$ cat config.mk
export PLATFORM = sky130hd
export DESIGN_NAME = text_mode_console_writer
export DESIGN_NICKNAME = d
export VERILOG_FILES = /design/src/rtl/core/tmcw_pkg.sv /design/src/rtl/core/text_mode_console_writer.sv
export SDC_FILE = /design/constraint.sdc
export NUM_CORES = 1
export LEC_CHECK = 0
export BUFFER_PORTS_ARGS = -buffer_cell sky130_fd_sc_hd__buf_2
export CORE_ASPECT_RATIO = 1.1
export CORE_MARGIN = 2
export CORE_UTILIZATION = 40
export DETAILED_ROUTE_END_ITERATION = 7
export GPL_ROUTABILITY_DRIVEN = 0
export SYNTH_ARGS = -nofsm -noshare
export SYNTH_HDL_FRONTEND = slang
export SYNTH_SLANG_ARGS = --single-unit
$ cat constraint.sdc
create_clock -name clk -period 13.4 [get_ports clk]
set_input_delay 0.67 -clock clk [delete_from_list [all_inputs] [get_ports clk]]
set_output_delay 0.67 -clock clk [all_outputs]
set_load 0.005 [all_outputs]
$ cat src/rtl/core/tmcw_pkg.sv
// Shared types, constants and the control store for the text console writer.
`default_nettype none

package tmcw_pkg;

    // Screen geometry
    localparam int COLUMNS    = 80;
    localparam int ROWS       = 25;
    localparam int TAB_STOP   = 8;
    localparam int CELL_COUNT = COLUMNS * ROWS;
    localparam int COPY_COUNT = (ROWS - 1) * COLUMNS;
    localparam int TAB_LAST_K = (COLUMNS - 1) / TAB_STOP + 1;

    // Internal widths
    localparam int COL_W  = $clog2(COLUMNS);
    localparam int COLX_W = $clog2(COLUMNS + TAB_STOP);
    localparam int ROW_W  = (ROWS > 1) ? $clog2(ROWS) : 1;
    localparam int ROWX_W = $clog2(ROWS + 1);
    localparam int ADDR_W = $clog2(CELL_COUNT);

    // Port widths
    localparam int LOC_OUT_W = 11;
    localparam int COL_OUT_W = 7;
    localparam int ROW_OUT_W = 5;
    localparam int LOCX_W    = (ADDR_W > LOC_OUT_W) ? ADDR_W : LOC_OUT_W;

    typedef logic [COL_W-1:0]     col_t;
    typedef logic [COLX_W-1:0]    colx_t;
    typedef logic [ROW_W-1:0]     row_t;
    typedef logic [ROWX_W-1:0]    rowx_t;
    typedef logic [ADDR_W-1:0]    addr_t;
    typedef logic [LOCX_W-1:0]    locx_t;
    typedef logic [LOC_OUT_W-1:0] loc_out_t;
    typedef logic [COL_OUT_W-1:0] col_out_t;
    typedef logic [ROW_OUT_W-1:0] row_out_t;
    typedef logic [15:0]          cell_t;

    // Cell contents and character codes
    localparam cell_t      BLANK_CELL     = 16'h0F20;
    localparam logic [7:0] CHAR_BACKSPACE = 8'h08;
    localparam logic [7:0] CHAR_TAB       = 8'h09;
    localparam logic [7:0] CHAR_LF        = 8'h0A;
    localparam logic [7:0] CHAR_CR        = 8'h0D;
    localparam logic [7:0] CHAR_PRINT_LO  = 8'h20;
    localparam logic [7:0] CHAR_PRINT_HI  = 8'h7F;

    localparam logic OP_PUT   = 1'b0;
    localparam logic OP_CLEAR = 1'b1;

    // Sequencer steps
    typedef enum logic [3:0] {
        STEP_IDLE        = 4'd0,
        STEP_CLEAR_INIT  = 4'd1,
        STEP_CLEAR_LOOP  = 4'd2,
        STEP_PUT         = 4'd3,
        STEP_SCROLL_INIT = 4'd4,
        STEP_SCROLL_RD   = 4'd5,
        STEP_SCROLL_WR   = 4'd6,
        STEP_BLANK_ROW   = 4'd7
    } step_t;

    typedef enum logic [1:0] {
        WE_NONE,
        WE_ALWAYS,
        WE_PRINTABLE
    } we_mode_t;

    typedef enum logic [1:0] {
        WSRC_BLANK,
        WSRC_CHAR,
        WSRC_COPY
    } wsrc_t;

    typedef enum logic [1:0] {
        ADDR_HOLD,
        ADDR_ZERO,
        ADDR_INC
    } addr_op_t;

    typedef enum logic [1:0] {
        CUR_HOLD,
        CUR_HOME,
        CUR_PUT
    } cur_op_t;

    typedef enum logic [2:0] {
        COND_ALWAYS,
        COND_DISPATCH,
        COND_ROW_OVF,
        COND_NOT_LAST_CELL,
        COND_NOT_COPY_END
    } cond_t;

    // One control word: datapath actions, branch condition, taken target and
    // fall-through step, and whether the fall-through path reports a result.
    typedef struct packed {
        we_mode_t we_mode;
        wsrc_t    wsrc;
        logic     mem_rd;
        addr_op_t addr_op;
        cur_op_t  cur_op;
        cond_t    cond;
        step_t    target;
        step_t    fall;
        logic     report_on_fall;
    } ctrl_t;

    function automatic ctrl_t microcode(step_t step);
        ctrl_t cw;
        cw = '{we_mode: WE_NONE, wsrc: WSRC_BLANK, mem_rd: 1'b0, addr_op: ADDR_HOLD,
               cur_op: CUR_HOLD, cond: COND_ALWAYS, target: STEP_IDLE,
               fall: STEP_IDLE, report_on_fall: 1'b0};
        unique case (step)
            STEP_IDLE:
            begin
                cw.cond   = COND_DISPATCH;
                cw.target = STEP_CLEAR_INIT;
                cw.fall   = STEP_PUT;
            end
            STEP_CLEAR_INIT:
            begin
                cw.addr_op = ADDR_ZERO;
                cw.cur_op  = CUR_HOME;
                cw.fall    = STEP_CLEAR_LOOP;
            end
            STEP_CLEAR_LOOP:
            begin
                cw.we_mode        = WE_ALWAYS;
                cw.wsrc           = WSRC_BLANK;
                cw.addr_op        = ADDR_INC;
                cw.cond           = COND_NOT_LAST_CELL;
                cw.target         = STEP_CLEAR_LOOP;
                cw.fall           = STEP_IDLE;
                cw.report_on_fall = 1'b1;
            end
            STEP_PUT:
            begin
                cw.we_mode        = WE_PRINTABLE;
                cw.wsrc           = WSRC_CHAR;
                cw.cur_op         = CUR_PUT;
                cw.cond           = COND_ROW_OVF;
                cw.target         = STEP_SCROLL_INIT;
                cw.fall           = STEP_IDLE;
                cw.report_on_fall = 1'b1;
            end
            STEP_SCROLL_INIT:
            begin
                cw.addr_op = ADDR_ZERO;
                cw.fall    = STEP_SCROLL_RD;
            end
            STEP_SCROLL_RD:
            begin
                cw.mem_rd = 1'b1;
                cw.fall   = STEP_SCROLL_WR;
            end
            STEP_SCROLL_WR:
            begin
                cw.we_mode = WE_ALWAYS;
                cw.wsrc    = WSRC_COPY;
                cw.addr_op = ADDR_INC;
                cw.cond    = COND_NOT_COPY_END;
                cw.target  = STEP_SCROLL_RD;
                cw.fall    = STEP_BLANK_ROW;
            end
            STEP_BLANK_ROW:
            begin
                cw.we_mode        = WE_ALWAYS;
                cw.wsrc           = WSRC_BLANK;
                cw.addr_op        = ADDR_INC;
                cw.cond           = COND_NOT_LAST_CELL;
                cw.target         = STEP_BLANK_ROW;
                cw.fall           = STEP_IDLE;
                cw.report_on_fall = 1'b1;
            end
            default:
            begin
                cw.fall = STEP_IDLE;
            end
        endcase
        return cw;
    endfunction

    // Next tab stop strictly above the given column.
    function automatic colx_t tab_next(col_t col);
        colx_t r;
        r = colx_t'(TAB_LAST_K * TAB_STOP);
        for (int k = TAB_LAST_K; k >= 1; k--)
        begin
            if (k * TAB_STOP > int'(col))
            begin
                r = colx_t'(k * TAB_STOP);
            end
        end
        return r;
    endfunction

endpackage

`default_nettype wire

$ cat src/rtl/core/text_mode_console_writer.sv
// Text console writer: microcoded sequencer over a cell store and a cursor.
// A put without scroll passes through STEP_PUT and the valid register before its result
// shows on valid, and start is taken again in the valid cycle.
// A scroll adds STEP_SCROLL_INIT, a copy loop of (ROWS-1)*COLUMNS cells that alternates
// STEP_SCROLL_RD and STEP_SCROLL_WR for each cell, then STEP_BLANK_ROW over the last row.
// A clear holds busy through STEP_CLEAR_INIT and STEP_CLEAR_LOOP over all COLUMNS*ROWS cells.
// After rst_n the store is cleared while busy stays high, and no result is reported.
`default_nettype none

module text_mode_console_writer (
    input  wire logic        clk,
    input  wire logic        rst_n,
    input  wire logic        start,
    output logic             busy,
    input  wire logic        operation,
    input  wire logic [7:0]  char_code,
    input  wire logic [3:0]  background_color,
    input  wire logic [3:0]  foreground_color,
    output logic             valid,
    output logic [10:0]      cursor_location,
    output logic [6:0]       cursor_column,
    output logic [4:0]       cursor_row,
    output logic             scrolled
);

    // Sequencer state
    tmcw_pkg::step_t    step_reg, step_next;
    tmcw_pkg::ctrl_t    cw;

    // Datapath registers
    tmcw_pkg::addr_t    addr_reg, addr_next;
    tmcw_pkg::col_t     col_reg, col_next;
    tmcw_pkg::row_t     row_reg, row_next;
    logic               scroll_reg, scroll_next;
    logic               pending_reg, pending_next;
    logic               op_reg, op_next;
    logic [7:0]         char_reg, char_next;
    logic [7:0]         attr_reg, attr_next;

    // Result registers
    logic               valid_reg, valid_next;
    tmcw_pkg::loc_out_t loc_reg, loc_next;
    tmcw_pkg::col_out_t ccol_reg, ccol_next;
    tmcw_pkg::row_out_t crow_reg, crow_next;
    logic               scr_reg, scr_next;

    // Cell store
    tmcw_pkg::cell_t    mem [tmcw_pkg::CELL_COUNT];
    tmcw_pkg::cell_t    rdata_reg;
    logic               mem_we;
    tmcw_pkg::addr_t    mem_waddr;
    tmcw_pkg::cell_t    mem_wdata;
    tmcw_pkg::addr_t    mem_raddr;

    // Put datapath
    tmcw_pkg::colx_t    put_col;
    tmcw_pkg::rowx_t    put_row;
    logic               printable;
    logic               row_ovf;
    tmcw_pkg::addr_t    cursor_idx;
    tmcw_pkg::locx_t    loc_full;
    logic               accept;
    logic               taken;

    assign busy   = (step_reg != tmcw_pkg::STEP_IDLE);
    assign accept = start && !busy;
    assign cw     = tmcw_pkg::microcode(step_reg);

    // Work out where the cursor goes for the latched character.
    always_comb
    begin
        put_col   = tmcw_pkg::colx_t'(col_reg);
        put_row   = tmcw_pkg::rowx_t'(row_reg);
        printable = (char_reg >= tmcw_pkg::CHAR_PRINT_LO)
                 && (char_reg <= tmcw_pkg::CHAR_PRINT_HI);
        priority if (char_reg == tmcw_pkg::CHAR_BACKSPACE)
        begin
            if (col_reg != '0)
            begin
                put_col = tmcw_pkg::colx_t'(col_reg) - tmcw_pkg::colx_t'(1);
            end
        end
        else if (char_reg == tmcw_pkg::CHAR_TAB)
        begin
            put_col = tmcw_pkg::tab_next(col_reg);
        end
        else if (char_reg == tmcw_pkg::CHAR_CR)
        begin
            put_col = '0;
        end
        else if (char_reg == tmcw_pkg::CHAR_LF)
        begin
            put_col = '0;
            put_row = put_row + tmcw_pkg::rowx_t'(1);
        end
        else if (printable)
        begin
            put_col = put_col + tmcw_pkg::colx_t'(1);
        end
        else
        begin
            put_col = tmcw_pkg::colx_t'(col_reg);
        end
        // Wrap past the right edge onto the next row.
        if (put_col >= tmcw_pkg::colx_t'(tmcw_pkg::COLUMNS))
        begin
            put_col = '0;
            put_row = put_row + tmcw_pkg::rowx_t'(1);
        end
        row_ovf = (put_row >= tmcw_pkg::rowx_t'(tmcw_pkg::ROWS));
    end

    assign cursor_idx = tmcw_pkg::addr_t'(row_reg) * tmcw_pkg::addr_t'(tmcw_pkg::COLUMNS)
                      + tmcw_pkg::addr_t'(col_reg);

    // Store port selection
    always_comb
    begin
        unique case (cw.we_mode)
            tmcw_pkg::WE_ALWAYS:    mem_we = 1'b1;
            tmcw_pkg::WE_PRINTABLE: mem_we = printable;
            default:                mem_we = 1'b0;
        endcase
        unique case (cw.wsrc)
            tmcw_pkg::WSRC_CHAR:  mem_wdata = {attr_reg, char_reg};
            tmcw_pkg::WSRC_COPY:  mem_wdata = rdata_reg;
            default:              mem_wdata = tmcw_pkg::BLANK_CELL;
        endcase
        mem_waddr = (cw.wsrc == tmcw_pkg::WSRC_CHAR) ? cursor_idx : addr_reg;
        mem_raddr = addr_reg + tmcw_pkg::addr_t'(tmcw_pkg::COLUMNS);
    end

    // Sequencer and datapath next state
    always_comb
    begin
        step_next    = step_reg;
        addr_next    = addr_reg;
        col_next     = col_reg;
        row_next     = row_reg;
        scroll_next  = scroll_reg;
        pending_next = pending_reg;
        op_next      = op_reg;
        char_next    = char_reg;
        attr_next    = attr_reg;
        valid_next   = 1'b0;
        taken        = 1'b0;

        // Latch the transaction and drop the old scroll mark.
        if (accept)
        begin
            op_next      = operation;
            char_next    = char_code;
            attr_next    = {background_color, foreground_color};
            pending_next = 1'b1;
            scroll_next  = 1'b0;
        end

        unique case (cw.addr_op)
            tmcw_pkg::ADDR_ZERO: addr_next = '0;
            tmcw_pkg::ADDR_INC:  addr_next = addr_reg + tmcw_pkg::addr_t'(1);
            default:             addr_next = addr_reg;
        endcase

        unique case (cw.cur_op)
            tmcw_pkg::CUR_HOME:
            begin
                col_next = '0;
                row_next = '0;
            end
            tmcw_pkg::CUR_PUT:
            begin
                col_next    = tmcw_pkg::col_t'(put_col);
                row_next    = row_ovf ? tmcw_pkg::row_t'(tmcw_pkg::ROWS - 1)
                                      : tmcw_pkg::row_t'(put_row);
                scroll_next = row_ovf;
            end
            default:
            begin
                col_next = col_reg;
            end
        endcase

        unique case (cw.cond)
            tmcw_pkg::COND_DISPATCH:
                taken = (op_next == tmcw_pkg::OP_CLEAR);
            tmcw_pkg::COND_ROW_OVF:
                taken = row_ovf;
            tmcw_pkg::COND_NOT_LAST_CELL:
                taken = (addr_reg != tmcw_pkg::addr_t'(tmcw_pkg::CELL_COUNT - 1));
            tmcw_pkg::COND_NOT_COPY_END:
                taken = (addr_reg != tmcw_pkg::addr_t'(tmcw_pkg::COPY_COUNT - 1));
            default:
                taken = 1'b0;
        endcase

        // Idle holds until a start transaction arrives.
        if ((cw.cond == tmcw_pkg::COND_DISPATCH) && !accept)
        begin
            step_next = step_reg;
        end
        else if (taken)
        begin
            step_next = cw.target;
        end
        else
        begin
            step_next = cw.fall;
            if (cw.report_on_fall && pending_reg)
            begin
                valid_next   = 1'b1;
                pending_next = 1'b0;
            end
        end
    end

    // Result capture from the cursor's next value
    always_comb
    begin
        loc_full  = tmcw_pkg::locx_t'(row_next) * tmcw_pkg::locx_t'(tmcw_pkg::COLUMNS)
                  + tmcw_pkg::locx_t'(col_next);
        loc_next  = valid_next ? tmcw_pkg::loc_out_t'(loc_full) : loc_reg;
        ccol_next = valid_next ? tmcw_pkg::col_out_t'(col_next) : ccol_reg;
        crow_next = valid_next ? tmcw_pkg::row_out_t'(row_next) : crow_reg;
        scr_next  = valid_next ? scroll_next : scr_reg;
    end

    // Control registers; reset starts the clearing pass.
    always_ff @(posedge clk or negedge rst_n)
    begin
        if (!rst_n)
        begin
            step_reg    <= tmcw_pkg::STEP_CLEAR_INIT;
            addr_reg    <= '0;
            col_reg     <= '0;
            row_reg     <= '0;
            scroll_reg  <= 1'b0;
            pending_reg <= 1'b0;
            valid_reg   <= 1'b0;
        end
        else
        begin
            step_reg    <= step_next;
            addr_reg    <= addr_next;
            col_reg     <= col_next;
            row_reg     <= row_next;
            scroll_reg  <= scroll_next;
            pending_reg <= pending_next;
            valid_reg   <= valid_next;
        end
    end

    // Payload registers
    always_ff @(posedge clk)
    begin
        op_reg   <= op_next;
        char_reg <= char_next;
        attr_reg <= attr_next;
        loc_reg  <= loc_next;
        ccol_reg <= ccol_next;
        crow_reg <= crow_next;
        scr_reg  <= scr_next;
    end

    // Cell store: one write port, one registered read port.
    always_ff @(posedge clk)
    begin
        if (mem_we)
        begin
            mem[mem_waddr] <= mem_wdata;
        end
        if (cw.mem_rd)
        begin
            rdata_reg <= mem[mem_raddr];
        end
    end

    assign valid           = valid_reg;
    assign cursor_location = loc_reg;
    assign cursor_column   = ccol_reg;
    assign cursor_row      = crow_reg;
    assign scrolled        = scr_reg;

    // Checks
    a_valid_idle: assert property (@(posedge clk) disable iff (!rst_n)
        valid |-> !busy)
        else $error("result strobe while sequencer busy");

    a_accept_busy: assert property (@(posedge clk) disable iff (!rst_n)
        (start && !busy) |=> busy)
        else $error("accepted transaction did not start the sequencer");

    a_col_range: assert property (@(posedge clk) disable iff (!rst_n)
        col_reg <= tmcw_pkg::col_t'(tmcw_pkg::COLUMNS - 1))
        else $error("cursor column out of range");

    a_row_range: assert property (@(posedge clk) disable iff (!rst_n)
        row_reg <= tmcw_pkg::row_t'(tmcw_pkg::ROWS - 1))
        else $error("cursor row out of range");

    a_scroll_row: assert property (@(posedge clk) disable iff (!rst_n)
        (valid && scrolled) |-> (cursor_row == tmcw_pkg::row_out_t'(tmcw_pkg::ROWS - 1)))
        else $error("scroll reported with cursor off the last row");

endmodule

`default_nettype wire

==> results.json <==
{
  "period_share_pct": 41.9,
  "antenna_found_initial": 0,
  "synth-edff-count": 28,
  "netlist_top_cells_area": "edfxtp_1 23%, dfrtp_1 19%, ha_1 5.5%",
  "grt_pass1_vias": 2732,
  "grtUsageMet3_pct": 4.28,
  "drc": 0,
  "cts_tree": "built",
  "endpoint_kind": "register",
  "timing.fmax_mhz": 178,
  "cts_htree_levels": 3,
  "netlist-cell-type-count": 71,
  "dpl.hpwl_mm": 5.64,
  "antenna_cells": 0,
  "row_count": 36,
  "yosysTopAreaCell": "edfxtp_1",
  "cts_made_buffers": 9,
  "required_ns": 13.47,
  "cts_hold_buf": 0,
  "worstSetupPathType": "register to register",
  "clockRootBuffer": "clkbuf_8",
  "tightestPinTransition_ns": 1.07,
  "ios": 46,
  "die_area_um2": 9860,
  "grt_pass1_wl_mm": 13.0,
  "crit_path_cell_trace": "nor4b_4 > and2_2 > mux2_2 > ha_1 > xnor2_1 > xnor2_1 > o22ai_1 > nor3b_1 > a21oi_1 > nand3_1 > a21oi_2 > a22o_1 > ha_1 > ha_1 > inv_1 > fa_1 > nor2_1 > a21oi_1 > a31oi_1 > a21oi_1 > a21oi_1 > xnor2_1",
  "grt_busiest_layer": "met2",
  "cp-start-kind": "register",
  "ys_seq_area_share_pct": 43.1,
  "setup_violations": 0,
  "power.density_nw_per_um2": 90.5,
  "finalWorstSetupSlack_ns": 7.79,
  "drv_slew": 0,
  "post_drt_wl_per_cell_um": 15.4,
  "drtAntennaViolNets": 0,
  "slowest_delay_ns": 0.47,
  "status": "finished, final reports clean",
  "post-place-ws_ns": 7.80,
  "worstPathArrival_ns": 5.69,
  "clock_latency_ns": 0.34,
  "cpMaxStageDelayCell": "fa_1",
  "gr-total-overflow": 0,
  "maxSlewHeadroom_pct": 28.5,
  "syn_inst": 355,
  "synth.avg_cell_area_um2": 10.2,
  "layout.nets": 421,
  "ctsResizeCount": 0,
  "p_leak_nw": 1.60,
  "cts.reportedPaths.clkPinSlew_ns": 0.07,
  "ys_warn_count": 0,
  "wl_mm": 7.75,
  "ir_worst_vdd_mv": 0.0598,
  "clockBufferDepth": 2,
  "grt_max_degree": 30,
  "use_met1_pct": 20.6,
  "hp-class": "input port to async pin",
  "drv_cap": 0,
  "cpMostUsedCell": "a21oi_1",
  "skew_ns": 0.0116,
  "hold_violations": 0,
  "grt_usage_pct": 16.7,
  "syn_to_final_growth_pct": 10.4,
  "synth_top_area_share_pct": 23.1,
  "ys_ff_latch": 57,
  "drive_gt1_share_pct": 19.8,
  "syn_nets": 393,
  "syn_area_um2": 3630,
  "use_met2_pct": 27.8,
  "rsz0062_at_grt": "false",
  "port_buffers": 37,
  "min_period_ns": 5.61,
  "design.core.area_um2": 8830,
  "fin_setup_tns_ns": 0,
  "synth-main-ff-cell": "edfxtp_1",
  "worstPathMaxFanout": 8,
  "cts_sinks": 57,
  "viasPerCell": 5.53,
  "async_flop_share_pct": 50.9,
  "vias": 2776,
  "dr.first_iter.drc_count": 194,
  "die_x_um": 94.9,
  "drt_first_pass_iters": 4,
  "die_h_um": 104,
  "start_util_pct": 41.2,
  "post_cts_buffers": 0
}
layout make-up:
type                    instances  area (um2)
flip-flops and latches         57        1570
multi-input cells             267        1860
fillers                       856        4820
repair buffers                 37         185
well taps                     114         143
inverters                      11        41.3
clock inverters                 6        83.8
clock buffers                  10         128
report_power, final:
group          switching [mW]  leakage [nW]  total (mW)  internal [mW]
registers           0.0000335         0.586       0.183          0.183
clock network          0.0722         0.110       0.176          0.104
logic                 0.00256         0.901     0.00377        0.00121
critical path, delay by kind of cell, from the launching register on:
| family | cells | cell delay, ns |
|---|---|---|
| muxes | 1 | 0.37 |
| adders and majority gates | 4 | 1.22 |
| DFF | 1 | 0.46 |
| AOI/OAI and AO/OA | 8 | 1.55 |
| and+or+nand+nor | 5 | 1.23 |
| buffers and inverters | 1 | 0.07 |
| xor gates and xnor gates | 3 | 0.44 |
stage by stage:
| step | instances | util, % | hold slack, ns | instance area (um2) | power (mW) |
|---|---|---|---|---|---|
| final | 502 | 45.4 | 0.375 | 4010 | 0.363 |
| after global routing | 502 | 45.4 | 0.426 | 4010 | 0.376 |
| after CTS | 502 | 45.4 | 0.390 | 4010 | 0.367 |
| after detailed placement | 486 | 43.0 | 0.470 | 3800 | 0.191 |
| after global placement | 486 | 43.0 | 0.462 | 3800 | 0.190 |
| after floorplan | 355 | - | 0.374 | 3630 | 0.187 |
metal layers:
layer | share of wire (%) | wire (um) | up-vias
li1 | - | - | 1364
met1 | 43 | 3350 | 1338
met2 | 51 | 3970 | 63
met3 | 4.1 | 316 | 11
met4 | 1.5 | 119 | 0
met5 | 0 | 0 | -
final timing paths:
check,depth (start not counted),startpoint,slack [ns],endpoint
worst max-delay path,22,char_reg[4],7.79,cursor_location[10]
worst min-delay path,1,rst_n,0.38,addr_reg[1]
worst max register to register,22,char_reg[4],7.79,cursor_location[10]
worst min register to register,1,addr_reg[3],0.48,addr_reg[3]
max in group asynchronous,1,rst_n,12.56,pending_reg
min in group clk,1,addr_reg[3],0.48,addr_reg[3]
cells in the final DEF, fill, tap and decap left out, types with 5 or more instances in the layout:
cell type	netlist	layout
dfrtp_1	28	28
inv_1	11	11
a21oi_1	15	15
nand2_1	32	32
clkbuf_8	3	9
nor2_1	38	38
ha_1	16	16
buf_2	3	37
nor3_1	9	9
xor2_1	13	13
o21ai_0	16	16
mux2_2	5	5
xnor2_1	10	10
nand3_1	16	16
edfxtp_1	28	28
cells by family after synthesis:
group,after synthesis,synth area share [%]
flip-flops,57,43.1
AO/OA/AOI/OAI,79,15.5
AND/OR/NAND/NOR,139,21.2
buffers and inverters,31,5.58
multiplexers,8,2.41
adder cells (fa/ha/maj),18,6.61
XOR/XNOR,23,5.54
Yosys cell counts, types with 4 or more instances:
library cell / instances
o21ai_0: 16
a21oi_1: 15
nand3_1: 16
nor3_1: 9
xor2_1: 13
xnor2_1: 10
and3_1: 4
inv_1: 11
buf_6: 5
a211oi_1: 4
nor2b_1: 4
edfxtp_1: 28
a221oi_1: 4
nor2_1: 38
dfrtp_1: 28
a21o_1: 4
ha_1: 16
buf_4: 4
clkbuf_1: 5
nand2_1: 32
mux2_2: 5
No activity file was read; power rests on OpenSTA's default activity.
